### config.mk
export PLATFORM = sky130hd
export DESIGN_NAME = http_request_line_checker_core
export DESIGN_NICKNAME = d
export VERILOG_FILES = /design/src/design/hrlc_pkg.sv /design/src/design/hrlc_method.sv /design/src/design/http_request_line_checker_core.sv
export SDC_FILE = /design/constraint.sdc
export NUM_CORES = 1
export LEC_CHECK = 0
export ABC_AREA = 1
export BUFFER_PORTS_ARGS = -buffer_cell sky130_fd_sc_hd__buf_2
export CORE_UTILIZATION = 54
export DETAILED_ROUTE_END_ITERATION = 10
export GPL_TIMING_DRIVEN = 0
export PLACE_DENSITY_LB_ADDON = 0.1
export SLEW_MARGIN = 20
export SYNTH_ARGS = -nofsm -noshare
export SYNTH_HDL_FRONTEND = slang
export SYNTH_SLANG_ARGS = --single-unit
### constraint.sdc
create_clock -name clk -period 3.33 [get_ports clk]
set_input_delay 0.999 -clock clk [delete_from_list [all_inputs] [get_ports clk]]
set_output_delay 0.999 -clock clk [all_outputs]
set_load 0.02 [all_outputs]
### src/design/hrlc_pkg.sv
`default_nettype none
package hrlc_pkg;

	typedef struct packed {
		logic [7:0] data_byte;
		logic       end_of_string;
	} in_t;

	typedef struct packed {
		logic [1:0]  status;
		logic [2:0]  method_code;
		logic [11:0] uri_offset;
		logic [11:0] uri_length;
		logic [3:0]  version_major;
		logic [3:0]  version_minor;
	} out_t;

	typedef enum logic [2:0] {
		PH_METHOD,
		PH_URI,
		PH_VERSION,
		PH_WAIT_LF,
		PH_DONE
	} phase_t;

	typedef enum logic [1:0] {
		ST_OK      = 2'd0,
		ST_STRUCT  = 2'd1,
		ST_METHOD  = 2'd2,
		ST_VERSION = 2'd3
	} status_t;

	localparam logic [7:0] CH_SPACE = 8'h20;
	localparam logic [7:0] CH_CR    = 8'h0D;
	localparam logic [7:0] CH_LF    = 8'h0A;
	localparam logic [7:0] CH_DOT   = 8'h2E;
	localparam logic [7:0] CH_ZERO  = 8'h30;
	localparam logic [7:0] CH_NINE  = 8'h39;
	localparam logic [7:0] CH_NUL   = 8'h00;

	localparam logic [11:0] COUNT_CAP   = 12'hFFF;
	localparam logic [3:0]  SMALL_CAP   = 4'hF;
	localparam logic [3:0]  VERSION_LEN = 4'd8;
	localparam logic [3:0]  PREFIX_LEN  = 4'd5;
	localparam logic [3:0]  MAJOR_POS   = 4'd5;
	localparam logic [3:0]  DOT_POS     = 4'd6;
	localparam logic [3:0]  MINOR_POS   = 4'd7;

	// names left-aligned in 64 bits, padded with spaces
	localparam logic [63:0] METHOD_NAME [8] = '{
		"OPTIONS ", "GET     ", "HEAD    ", "POST    ",
		"PUT     ", "DELETE  ", "TRACE   ", "CONNECT "
	};

	localparam logic [3:0] METHOD_LEN [8] = '{
		4'd7, 4'd3, 4'd4, 4'd4, 4'd3, 4'd6, 4'd5, 4'd7
	};

	function automatic logic [7:0] method_char(input logic [2:0] k, input logic [2:0] i);
		logic [5:0] sh;
		sh = {~i, 3'b000};
		return METHOD_NAME[k][sh +: 8];
	endfunction

	function automatic logic [7:0] prefix_char(input logic [2:0] p);
		logic [7:0] c;
		unique case (p)
			3'd0: c = 8'h48;
			3'd1: c = 8'h54;
			3'd2: c = 8'h54;
			3'd3: c = 8'h50;
			3'd4: c = 8'h2F;
			default: c = CH_NUL;
		endcase
		return c;
	endfunction

endpackage
`default_nettype wire

### src/design/hrlc_method.sv
`default_nettype none
module hrlc_method (
	input  wire logic [7:0] cand,
	input  wire logic [3:0] mlen,
	input  wire logic [7:0] data_byte,
	input  wire logic       word_end,
	output logic      [7:0] cand_next,
	output logic      [3:0] mlen_next
);

	always_comb begin
		cand_next = cand;
		mlen_next = mlen;
		if (word_end) begin
			// keep only the methods whose length matches exactly
			for (int k = 0; k < 8; k++) begin
				if (hrlc_pkg::METHOD_LEN[k] != mlen) begin
					cand_next[k] = 1'b0;
				end
			end
		end else begin
			for (int k = 0; k < 8; k++) begin
				if (mlen >= hrlc_pkg::METHOD_LEN[k] ||
				    hrlc_pkg::method_char(3'(k), mlen[2:0]) != data_byte) begin
					cand_next[k] = 1'b0;
				end
			end
			if (mlen < hrlc_pkg::SMALL_CAP) begin
				mlen_next = mlen + 4'd1;
			end
		end
	end

endmodule
`default_nettype wire

### src/design/http_request_line_checker_core.sv
// an accepted word is registered in word_s1, and its result word is registered from it into result_data
// throughput: one byte per cycle while a result held at the output does not stall the byte
// a result waiting at the output does not block the next byte unless this byte also yields
// a result word; arst_n clears all request state and both valid flags
`default_nettype none
module http_request_line_checker_core #(
	parameter int LINE_BYTES = 4096
) (
	input  wire logic             clk,
	input  wire logic             arst_n,
	input  wire logic             line_valid,
	output logic                  line_ready,
	input  wire hrlc_pkg::in_t    line_data,
	output logic                  result_valid,
	input  wire logic             result_ready,
	output hrlc_pkg::out_t        result_data
);

	localparam int POS_CAP_INT = (LINE_BYTES - 1 < 4095) ? (LINE_BYTES - 1) : 4095;
	localparam logic [11:0] POS_CAP = 12'(POS_CAP_INT);

	logic            valid_s1;
	hrlc_pkg::in_t   word_s1;

	hrlc_pkg::phase_t phase_q, phase_d;
	logic [11:0] pos_q, pos_d;
	logic [7:0]  cand_q, cand_d;
	logic [3:0]  mlen_q, mlen_d;
	logic [11:0] uri_start_q, uri_start_d;
	logic [11:0] uri_count_q, uri_count_d;
	logic [3:0]  vpos_q, vpos_d;
	logic        vgood_q, vgood_d;
	logic [3:0]  major_q, major_d;
	logic [3:0]  minor_q, minor_d;
	logic        sent_q, sent_d;

	logic [7:0]  cand_m;
	logic [3:0]  mlen_m;
	logic [7:0]  b;
	logic [11:0] pos_next;
	logic        emit;
	hrlc_pkg::status_t status;
	hrlc_pkg::out_t    result_d;
	logic [2:0]  code;
	logic        out_free;
	logic        retire;
	logic        step;

	assign b = word_s1.data_byte;
	assign pos_next = (pos_q < POS_CAP) ? pos_q + 12'd1 : POS_CAP;

	hrlc_method u_method (
		.cand      (cand_q),
		.mlen      (mlen_q),
		.data_byte (b),
		.word_end  (b == hrlc_pkg::CH_SPACE),
		.cand_next (cand_m),
		.mlen_next (mlen_m)
	);

	always_comb begin
		phase_d     = phase_q;
		pos_d       = pos_q;
		cand_d      = cand_q;
		mlen_d      = mlen_q;
		uri_start_d = uri_start_q;
		uri_count_d = uri_count_q;
		vpos_d      = vpos_q;
		vgood_d     = vgood_q;
		major_d     = major_q;
		minor_d     = minor_q;
		sent_d      = sent_q;
		emit        = 1'b0;
		status      = hrlc_pkg::ST_STRUCT;

		if (!sent_q) begin
			if (b == hrlc_pkg::CH_NUL) begin
				emit = 1'b1;
				status = hrlc_pkg::ST_STRUCT;
			end else begin
				unique case (phase_q)
					hrlc_pkg::PH_METHOD: begin
						cand_d = cand_m;
						mlen_d = mlen_m;
						if (b == hrlc_pkg::CH_SPACE) begin
							uri_start_d = pos_next;
							phase_d = hrlc_pkg::PH_URI;
						end
					end
					hrlc_pkg::PH_URI: begin
						if (b == hrlc_pkg::CH_SPACE) begin
							phase_d = hrlc_pkg::PH_VERSION;
						end else if (uri_count_q < hrlc_pkg::COUNT_CAP) begin
							uri_count_d = uri_count_q + 12'd1;
						end
					end
					hrlc_pkg::PH_VERSION: begin
						if (b == hrlc_pkg::CH_CR) begin
							phase_d = hrlc_pkg::PH_WAIT_LF;
						end else begin
							priority if (vpos_q < hrlc_pkg::PREFIX_LEN) begin
								if (b != hrlc_pkg::prefix_char(vpos_q[2:0])) vgood_d = 1'b0;
							end else if (vpos_q == hrlc_pkg::MAJOR_POS ||
							             vpos_q == hrlc_pkg::MINOR_POS) begin
								if (b < hrlc_pkg::CH_ZERO || b > hrlc_pkg::CH_NINE) begin
									vgood_d = 1'b0;
								end else if (vpos_q == hrlc_pkg::MAJOR_POS) begin
									major_d = b[3:0];
								end else begin
									minor_d = b[3:0];
								end
							end else if (vpos_q == hrlc_pkg::DOT_POS) begin
								if (b != hrlc_pkg::CH_DOT) vgood_d = 1'b0;
							end else begin
								vgood_d = 1'b0;
							end
							if (vpos_q < hrlc_pkg::SMALL_CAP) vpos_d = vpos_q + 4'd1;
						end
					end
					hrlc_pkg::PH_WAIT_LF: begin
						emit = 1'b1;
						priority if (b != hrlc_pkg::CH_LF) status = hrlc_pkg::ST_STRUCT;
						else if (cand_q == 8'd0) status = hrlc_pkg::ST_METHOD;
						else if (!vgood_q || vpos_q != hrlc_pkg::VERSION_LEN)
							status = hrlc_pkg::ST_VERSION;
						else status = hrlc_pkg::ST_OK;
					end
					default: begin
					end
				endcase
			end
			pos_d = pos_next;
		end

		// end mark on an undecided line
		if (word_s1.end_of_string && !sent_q && !emit) begin
			emit = 1'b1;
			status = hrlc_pkg::ST_STRUCT;
		end

		if (emit) begin
			sent_d  = 1'b1;
			phase_d = hrlc_pkg::PH_DONE;
		end

		if (word_s1.end_of_string) begin
			phase_d     = hrlc_pkg::PH_METHOD;
			pos_d       = 12'd0;
			cand_d      = 8'hFF;
			mlen_d      = 4'd0;
			uri_start_d = 12'd0;
			uri_count_d = 12'd0;
			vpos_d      = 4'd0;
			vgood_d     = 1'b1;
			major_d     = 4'd0;
			minor_d     = 4'd0;
			sent_d      = 1'b0;
		end
	end

	// first surviving candidate gives the method code
	always_comb begin
		code = 3'd0;
		for (int k = 7; k >= 0; k--) begin
			if (cand_q[k]) code = 3'(k);
		end
	end

	always_comb begin
		result_d = '0;
		result_d.status = status;
		if (status != hrlc_pkg::ST_STRUCT) begin
			result_d.uri_offset = uri_start_q;
			result_d.uri_length = uri_count_q;
		end
		if (status == hrlc_pkg::ST_OK || status == hrlc_pkg::ST_VERSION) begin
			result_d.method_code = code;
		end
		if (status == hrlc_pkg::ST_OK) begin
			result_d.version_major = major_q;
			result_d.version_minor = minor_q;
		end
	end

	assign out_free   = !result_valid || result_ready;
	assign retire     = !emit || out_free;
	assign line_ready = !valid_s1 || retire;
	assign step       = valid_s1 && retire;

	always_ff @(posedge clk or negedge arst_n) begin
		if (!arst_n) begin
			valid_s1 <= 1'b0;
		end else if (line_ready) begin
			valid_s1 <= line_valid;
		end
	end

	always_ff @(posedge clk) begin
		if (line_valid && line_ready) begin
			word_s1 <= line_data;
		end
	end

	always_ff @(posedge clk or negedge arst_n) begin
		if (!arst_n) begin
			phase_q     <= hrlc_pkg::PH_METHOD;
			pos_q       <= 12'd0;
			cand_q      <= 8'hFF;
			mlen_q      <= 4'd0;
			uri_start_q <= 12'd0;
			uri_count_q <= 12'd0;
			vpos_q      <= 4'd0;
			vgood_q     <= 1'b1;
			major_q     <= 4'd0;
			minor_q     <= 4'd0;
			sent_q      <= 1'b0;
		end else if (step) begin
			phase_q     <= phase_d;
			pos_q       <= pos_d;
			cand_q      <= cand_d;
			mlen_q      <= mlen_d;
			uri_start_q <= uri_start_d;
			uri_count_q <= uri_count_d;
			vpos_q      <= vpos_d;
			vgood_q     <= vgood_d;
			major_q     <= major_d;
			minor_q     <= minor_d;
			sent_q      <= sent_d;
		end
	end

	always_ff @(posedge clk or negedge arst_n) begin
		if (!arst_n) begin
			result_valid <= 1'b0;
		end else if (step && emit) begin
			result_valid <= 1'b1;
		end else if (result_ready) begin
			result_valid <= 1'b0;
		end
	end

	always_ff @(posedge clk) begin
		if (step && emit) begin
			result_data <= result_d;
		end
	end

endmodule
`default_nettype wire

**Word level (Yosys, flattened, before mapping)**

Cells that the tools add are included.

- Bits in registers: 113
- Output and inout port bits: 39
- Word-level logic and storage cells: 289

- Add/subtract/negate cells: 4
- Order comparisons: 12
- Equal/unequal tests: 51
- Shift-type cells: 8
- Muxes and demuxes: 109
- Bitwise logic cells: 2
- Reduce and logical (&&, ||, !) cells: 73

Operators with widths:

| operator | count |
|---|---|
| $shiftx 64x7->8 const A | 8 |
| $mux 12 | 14 |
| $mux 4 | 30 |
| $mux 8 | 10 |
| $ne 8x8->1 | 9 |
| $reduce_and 6->1 | 11 |
| $mux 1 | 33 |
| $mux 3 | 11 |
| $pmux 7 s4 | 1 |
| $add 12x1->12 const B | 2 |
| $lt 12x12->1 const B | 2 |
| $reduce_bool 3->1 | 8 |
| $reduce_bool 2->1 | 11 |
| $mux 2 | 9 |
| $ne 3x3->1 const B | 6 |
| $reduce_and 9->1 | 2 |
| $ge 4x3->1 const B | 4 |
| $logic_not 8->1 | 2 |
| $ne 3x4->1 const A | 4 |
| $logic_or 1x1->1 | 15 |
| $ne 2x2->1 const B | 7 |
| $eq 3x2->1 const B | 4 |
| $eq 4x3->1 const B | 3 |
| $ne 4x3->1 const B | 3 |
| 33 further kinds | 50 |

**Longest topological paths before layout**

Gate-level depths: netlist of run 1.

- Word-level depth: 16
- Mapped depth: 14
- Mapped depth without buffers: 14

**Modules after synthesis**

From an unflattened synthesis of run 1, not the netlist that was laid out.

- Cell total of the unflattened synthesis: 884
- Area, all modules: 6,785.3 um^2

Modules (own cells, without submodules):

| module | times used | cells each | area each (um^2) |
|---|---|---|---|
| http_request_line_checker_core | 1 | 671 | 5,703.0 |
| hrlc_method | 1 | 213 | 1,082.3 |

**Worst setup path after synthesis of run 1**

Ideal clock, no wire load.

- Path kind: input -> register
- Start: input result_ready
- End: register result_data[0] (netlist bit), enable pin
- Setup time: 0.392 ns
- Data arrival time: 2.212 ns
- Required time: 2.938 ns
- Setup slack: 0.726 ns
- Cell stages on the path: 4
- Buffers on the path: 0
- Cell sequence: nor2_1 a21oi_1 nand2_1 inv_1

- Longest elaborated chain between the ends: 4

Ends and longest elaborated chain:

| element | line | text |
|---|---|---|
| start, declared | http_request_line_checker_core.sv:15 | `input wire logic result_ready,` |
| $logic_or 1x1->1 | http_request_line_checker_core.sv:185 | `assign out_free = !result_valid \|\| result_ready;` |
| $logic_or 1x1->1 | http_request_line_checker_core.sv:186 | `assign retire = !emit \|\| out_free;` |
| $logic_and 1x1->1 | http_request_line_checker_core.sv:188 | `assign step = valid_s1 && retire;` |
| $logic_and 1x1->1 | http_request_line_checker_core.sv:243 | `if (step && emit) begin` |
| end signal, assigned | http_request_line_checker_core.sv:244 | `result_data <= result_d;` |
| end, declared | http_request_line_checker_core.sv:16 | `output hrlc_pkg::out_t result_data` |

No other way between the ends.
A chain may end at the register's enable or synchronous reset.

**Final worst setup path of run 1**

- Start: register word_s1 (netlist bit b[1])
- End: output line_ready

- Longest elaborated chain between the ends: 9

Ends and longest elaborated chain:

| element | line | text |
|---|---|---|
| start, declared | http_request_line_checker_core.sv:23 | `hrlc_pkg::in_t word_s1;` |
| start signal, assigned | http_request_line_checker_core.sv:200 | `word_s1 <= line_data;` |
| $logic_not 8->1 * | http_request_line_checker_core.sv:77 | `if (b == hrlc_pkg::CH_NUL) begin` |
| $mux 1 * | http_request_line_checker_core.sv:77 |  |
| $mux 1 * | http_request_line_checker_core.sv:76 | `if (!sent_q) begin` |
| $logic_not 1->1 | http_request_line_checker_core.sv:136 | `if (word_s1.end_of_string && !sent_q && !emit) begin` |
| $logic_and 1x1->1 | http_request_line_checker_core.sv:136 |  |
| $mux 1 * | http_request_line_checker_core.sv:136 |  |
| $logic_not 1->1 * | http_request_line_checker_core.sv:186 |  |
| $logic_or 1x1->1 * | http_request_line_checker_core.sv:186 |  |
| $logic_or 1x1->1 * | http_request_line_checker_core.sv:187 | `assign line_ready = !valid_s1 \|\| retire;` |
| end, declared | http_request_line_checker_core.sv:12 | `output logic line_ready,` |

Every way passes the cells marked *; elsewhere a longest branch is shown, timed or not.

==> impl_metrics.csv, run 1 <==
group,metric,value,unit
cts,clk_path_buf_depth,2,
floorplan,die_h,114,microns
logic_synthesis,synth_cell_types,39,
worst_setup_path,startpoint_type,"register",
pwr,leakage,3.64,nW
logic_synthesis,avgSynthCellArea,7.77,sq um
pwr,pwr_density_cell,656,mW/mm^2
routing,topRoutingLayerUsed,"met4",
run,maxCapViolations,0,
place,dp_hpwl,11.8,mm
cts,htreeDepth,4,
sta,finalHoldViolations,0,
sta,max_freq,333,MHz
logic_synthesis,synth_fp_nets,896,
layout,syn2layout_area_growth,16.0,%
worst_setup_path,crit_fanout,10,
sta,finalSetupViolations,0,
worst_setup_path,crit_required,2.33,ns
logic_synthesis,yosys_warnings,0,
grt,grt_pass1_wl,27.4,mm
sta,fin_crit,3.00,ns
floorplan,start_util,0.558,
sta,fin_skew,0.00795,ns
routing,met1_length,7.08,mm
layout,drive_above_1_share,0.172,
cts,cts_setup_buffers,0,
sta,fin_crit_sh,0.901,
layout,nets,967,
logic_synthesis,synth-seq-cells,113,
routing,drc_errors,0,
logic_synthesis,ys_seq_area_frac,0.456,
grt,grt-ovfl-total,0,
routing,route.detailed.wl_per_inst,14.9,microns
routing,wl,16.7,mm
cts,cts_tree,"built",
place,gp_congestion,0.902,
layout,antenna_cells,0,
cts,cts_root_buffer,"clkbuf_16",
outcome,outcome,"completed",
cts,clk_pin_slew,0.06,ns
worst_setup_path,endpoint_kind,"output pin",
worst_setup_path,critical_path_class,"register to output pin",
floorplan,die_w,114,microns
sta,rsz0062_at_grt,"no",
grt,grt_max_degree,48,
layout,post-route-util,0.647,
grt,antenna_found_initial,0,
routing,via_per_inst,5.31,
floorplan,io_pins,52,
logic_synthesis,mappedNetlistArea,0.00673,sq mm
logic_synthesis,netlist_instances,866,
pwr,finalPower,5.12,mW
sta,tightest_slew,0.794,ns
routing,vias,5934,
cts,cts_hold_buf,0,
place,dp_slack,0.429,ns
grt,track_usage,0.278,
place,portBuffers,51,
sta,finalMaxSlewViolations,0,
floorplan,core-area,0.0121,sq mm
floorplan,die_area,0.0129,sq mm
routing,wl_met3,845,microns
floorplan,rows,40,
pwr,ir_drop,0.359,mV
sta,setup_tns,0,ns
grt,grt_pass1_vias,5714,
cts,ctsResizeCount,0,
routing,drt_iter0_markers,398,
routing,drtAntennaViolNets,0,
cts,insertion_delay,0.43,ns
routing,dr_wl_met2,8.23,mm
worst_setup_path,arrival,2.00,ns
min_path,hold_path_class,"input port to asynchronous set/reset pin",
sta,relSlewSlack,0.470,
cts,clock_sinks,113,
sta,setup_ws,0.331,ns
cts,numCtsBuffers,17,
routing,firstDrtPassIters,5,
## through the flow
stage	instance area, sq um	hold slack, ns	cells
global placement	7190	0.455	1085
floorplan	6730	0.442	866
global route	7800	0.481	1118
finish	7800	0.464	1118
detailed placement	7220	0.455	1086
CTS	7800	0.469	1118
## layout make-up
cell class                      instances  area (sq um)
Sequential cell                       113          3070
Multi-Input combinational cell        621          3090
Clock inverter                         12          93.8
Fill cell                            1053          4260
Tap cell                              168           210
Buffer                                 28           171
Inverter                              104           395
Clock buffer                           20           489
Timing Repair Buffer                   52           285
## power breakdown
group          leakage [nW]  switching [mW]  internal, mW  total (mW)
Sequential             1.31           0.164          1.69        1.86
Clock                 0.293           0.698          1.07        1.77
Combinational          2.04            1.01         0.490        1.50
Total                  3.64            1.87          3.25        5.12
## worst max-delay path, stage by stage, from the launching register on
cell and delay, ns:
edfxtp_1 0.38, buf_6 0.16, nor2_4 0.12, nand2_2 0.10, nor2_4 0.17, nand2_2 0.09
nand3_4 0.10, nand3_1 0.21, buf_2 0.24
## logic make-up (layout without fill, tap and decap cells)
family / Yosys count / after routing / synth area share
and+or+nand+nor: 479 / 479 / 0.310
buffers and inverters: 132 / 216 / 0.0843
DFF: 113 / 113 / 0.456
AOI/OAI and AO/OA: 107 / 107 / 0.0940
xor gates and xnor gates: 18 / 18 / 0.0234
adders and majority gates: 17 / 17 / 0.0316
## Yosys cell counts (all sizes together)
| cell type | number | area, sq um |
|---|---|---|
| nand2 | 249 | 976 |
| nor2 | 120 | 483 |
| inv | 104 | 395 |
| o21ai | 85 | 500 |
| nand3 | 74 | 395 |
| dfrtp | 58 | 1450 |
| edfxtp | 46 | 1380 |
| buf | 19 | 138 |
| ha | 17 | 213 |
| a21oi | 15 | 78.8 |
| nor3 | 15 | 75.1 |
| xor2 | 15 | 131 |
| nand4 | 11 | 75.1 |
| clkbuf | 9 | 33.8 |
| dfstp | 9 | 236 |
| nand3b | 6 | 57.6 |
| xnor2 | 3 | 26.3 |
| nor4 | 2 | 12.5 |
| o211ai | 2 | 15.0 |
| o21a | 2 | 15.0 |
| o21bai | 2 | 15.0 |
| or2 | 2 | 12.5 |
| a21o | 1 | 7.51 |
## per-layer routing
| layer | GRT usage | vias up |
|---|---|---|
| li1 | - | 2932 |
| met1 | 0.336 | 2758 |
| met2 | 0.474 | 203 |
| met3 | 0.0489 | 41 |
| met4 | 0.147 | 0 |
| met5 | 0 | - |
## cell usage in the layout, fill, tap and decap left out, drive strengths merged
| cell type | netlist | routed |
|---|---|---|
| xnor2 | 3 | 3 |
| or2 | 2 | 2 |
| xor2 | 15 | 15 |
| o21bai | 2 | 2 |
| ha | 17 | 17 |
| o21ai | 85 | 85 |
| o21a | 2 | 2 |
| buf | 19 | 71 |
| nor2 | 120 | 120 |
| a21oi | 15 | 15 |
| a21o | 1 | 1 |
| clkinv | 0 | 6 |
| dfrtp | 58 | 58 |
| nand4 | 11 | 11 |
| nor4 | 2 | 2 |
| nor3 | 15 | 15 |
| clkbuf | 9 | 29 |
| edfxtp | 46 | 46 |
| dfstp | 9 | 9 |
| o211ai | 2 | 2 |
| nand3b | 6 | 6 |
| nand3 | 74 | 74 |
| nand2 | 249 | 249 |
| inv | 104 | 110 |
## worst paths after layout
check | start | endpoint | slack [ns] | depth (start not counted)
max | b[1] | line_ready | 0.33 | 8
min | arst_n | uri_count_q[2] | 0.46 | 1
max in group asynchronous | arst_n | cand_q[0] | 2.26 | 2
max reg2reg | vpos_q[0] | result_data[27] | 0.48 | 9
min reg2reg | cand_q[3] | cand_q[3] | 0.47 | 2
min in group clk | cand_q[3] | cand_q[3] | 0.47 | 2
## sequential cells by signal, indices dropped and copies added (netlist names), 3 cells and up
signal / cells
cand_q: 8
uri_count_q: 12
mlen_q: 4
vpos_q: 4
uri_start_q: 12
result_data: 37
phase_q: 3
pos_q: 12
minor_q: 4
major_q: 4
b: 8
Note: power is estimated with default switching activity, not from simulation.
==> run 2, diff against run 1 <==
--- a/config.mk
+++ b/config.mk
@@ -7,7 +7,8 @@
 export LEC_CHECK = 0
 export ABC_AREA = 1
 export BUFFER_PORTS_ARGS = -buffer_cell sky130_fd_sc_hd__buf_2
-export CORE_UTILIZATION = 54
+export CORE_MARGIN = 2
+export CORE_UTILIZATION = 45
 export DETAILED_ROUTE_END_ITERATION = 10
 export GPL_TIMING_DRIVEN = 0
 export PLACE_DENSITY_LB_ADDON = 0.1
==> run 2 against run 1 <==
Core utilization decreased by 10 points. Via count fell by 5.0%. Non-clock buffer count increased by 1. Largest cell class unchanged. Sequential power about the same. Largest power group is now the clock network.
==> impl_metrics.csv, run 2 (synthesis results as in run 1) <==
group,metric,value,unit
run,maxCapViolations,0,
worst_setup_path,timing.rr.start,"vpos_q[0]",
pwr,switchingPower,1.82,mW
worst_setup_path,critical_path_class,"register to output pin",
worst_setup_path,crit_required,2.33,ns
sta,fin_skew,0.0130,ns
min_path,hp-start,"vgood_q",
layout,final_common_cell,"nand2_1",
cts,ctsResizeCount,0,
routing,drc_errors,0,
floorplan,die_w,126,microns
pwr,pwr_density_cell,677,mW/mm^2
layout,syn2layout_area_growth,17.6,%
cts,clk_path_buf_depth,2,
floorplan,rows,44,
place,portBuffers,51,
place,gp_congestion,0.894,
layout,final_cell_mix,"nand2_1, nor2_1, inv_1",
worst_setup_path,ff2ff_setup_slack,0.52,ns
sta,finalSetupViolations,0,
pwr,sw_frac_of_total,0.340,
place,place_area,0.00726,sq mm
worst_setup_path,startpoint_type,"register",
layout,nets,968,
sta,relSlewSlack,0.474,
grt,grt.met2_usage,0.341,
worst_setup_path,slowest_stage,"edfxtp_1",
cts,htreeDepth,4,
pwr,ir_drop,0.354,mV
cts,cts_setup_buffers,0,
outcome,outcome,"completed",
routing,route.detailed.wl_per_inst,14.1,microns
sta,setup_tns,0,ns
layout,top_register,"result_data",
pwr,leakage,3.66,nW
floorplan,start_util,0.461,
grt,grt_pass1_vias,5274,
cts,cts_tree,"built",
pwr,p_int,3.54,mW
min_path,hold_path_class,"register to register",
cts,numCtsBuffers,17,
sta,finalHoldViolations,0,
layout,antenna_cells,0,
grt,track_usage,0.212,
cts,cts_hold_buf,0,
cts,insertion_delay,0.42,ns
sta,rsz0062_at_grt,"no",
layout,largest_reg_flops,37,
grt,met3_usage,0.0421,
sta,finalMaxSlewViolations,0,
grt,use_met1,0.285,
routing,via_per_inst,4.97,
min_path,min_to,"vgood_q",
worst_setup_path,reg2reg_depth,9,
routing,vias,5640,
grt,antenna_found_initial,0,
cts,cts_root_buffer,"clkbuf_16",
cts,clock_sinks,113,
sta,max_freq,343,MHz
worst_setup_path,cpPeakStageDelay,0.52,ns
pwr,finalPower,5.36,mW
cts,clk_pin_slew,0.06,ns
worst_setup_path,crit_fanout,6,
grt,grt_max_degree,43,
worst_setup_path,r2r_end,"result_data[30]",
routing,drtAntennaViolNets,0,
floorplan,die_h,126,microns
routing,wl,16.0,mm
place,dp_hpwl,11.5,mm
pwr,combPwrFrac,0.277,
min_path,hold_path_depth,2,
worst_setup_path,arrival,1.92,ns
routing,firstDrtPassIters,7,
floorplan,core-area,0.0146,sq mm
layout,drive_above_1_share,0.171,
worst_setup_path,path_cells,"nor2_2 -> nand2_2 -> nor2_4 -> nand2_2 -> nand3_4 -> nand3_1 -> buf_2",
routing,drt_iter0_markers,380,
pwr,seqPwrFrac,0.346,
worst_setup_path,endpoint_kind,"output pin",
sta,tightest_slew,0.789,ns
grt,grt_pass1_wl,26.8,mm
sta,fin_crit,2.92,ns
layout,fin_area,0.00791,sq mm
pwr,pwr-share-clk,0.377,
sta,fin_crit_sh,0.876,
floorplan,io_pins,52,
grt,grt-ovfl-total,0,
grt,busiest_layer,"met2",
floorplan,die_area,0.0159,sq mm
worst_setup_path,cp_common_cell,"nand2_2",
-- run 2: worst max-delay path by stage --
stage	startpoint	slack (ns)	end
after floorplan	result_ready	0.73	result_data[0]
after global placement	result_ready	0.003	result_data[25]
after global routing	vpos_q[0]	0.24	result_data[27]
after detailed placement	vpos_q[0]	0.47	result_data[30]
after CTS	b[6]	0.42	line_ready
final	b[6]	0.41	line_ready
-- run 2: layer usage --
layer | part of all wire | up-vias | wire [microns]
met5 | 0 | - | 0
met4 | 0.016 | 0 | 253
met2 | 0.47 | 128 | 7540
met1 | 0.47 | 2559 | 7580
li1 | - | 2936 | -
met3 | 0.041 | 17 | 654
-- run 2: final cells by class --
class | instances | area, sq um
inverters | 104 | 395
well taps | 184 | 230
fillers | 1377 | 6680
flip-flops and latches | 113 | 3070
clock buffers | 19 | 443
plain buffers | 28 | 171
repair buffers | 53 | 305
clock inverters | 13 | 208
multi-input cells | 621 | 3090
-- run 2: power groups by stage --
| stage | clock network [mW] | registers (mW) | logic (mW) |
|---|---|---|---|
| CTS | 2.05 | 1.85 | 1.49 |
| global route | 2.12 | 1.88 | 1.67 |
| floorplan | 0 | 1.88 | 1.07 |
| finish | 2.02 | 1.85 | 1.49 |
| global placement | 0 | 1.87 | 1.46 |
| detailed placement | 0 | 1.87 | 1.48 |
-- run 2: critical path: cells and delay by family, from the launching register on --
| family | cells | cell delay (ns) |
|---|---|---|
| AND/OR/NAND/NOR | 6 | 0.78 |
| flip-flops | 1 | 0.52 |
| buffers and inverters | 1 | 0.22 |
-- run 2: metrics by stage --
step           setup WS, ns   util  hold WS [ns]  cells
2_1_floorplan         0.726      -         0.442    866
3_3_place_gp        0.00286  0.494         0.452   1101
3_5_place_dp          0.473  0.498         0.456   1103
4_1_cts               0.416  0.542         0.463   1135
5_1_grt               0.243  0.542         0.486   1135
6_report              0.413  0.542         0.466   1135
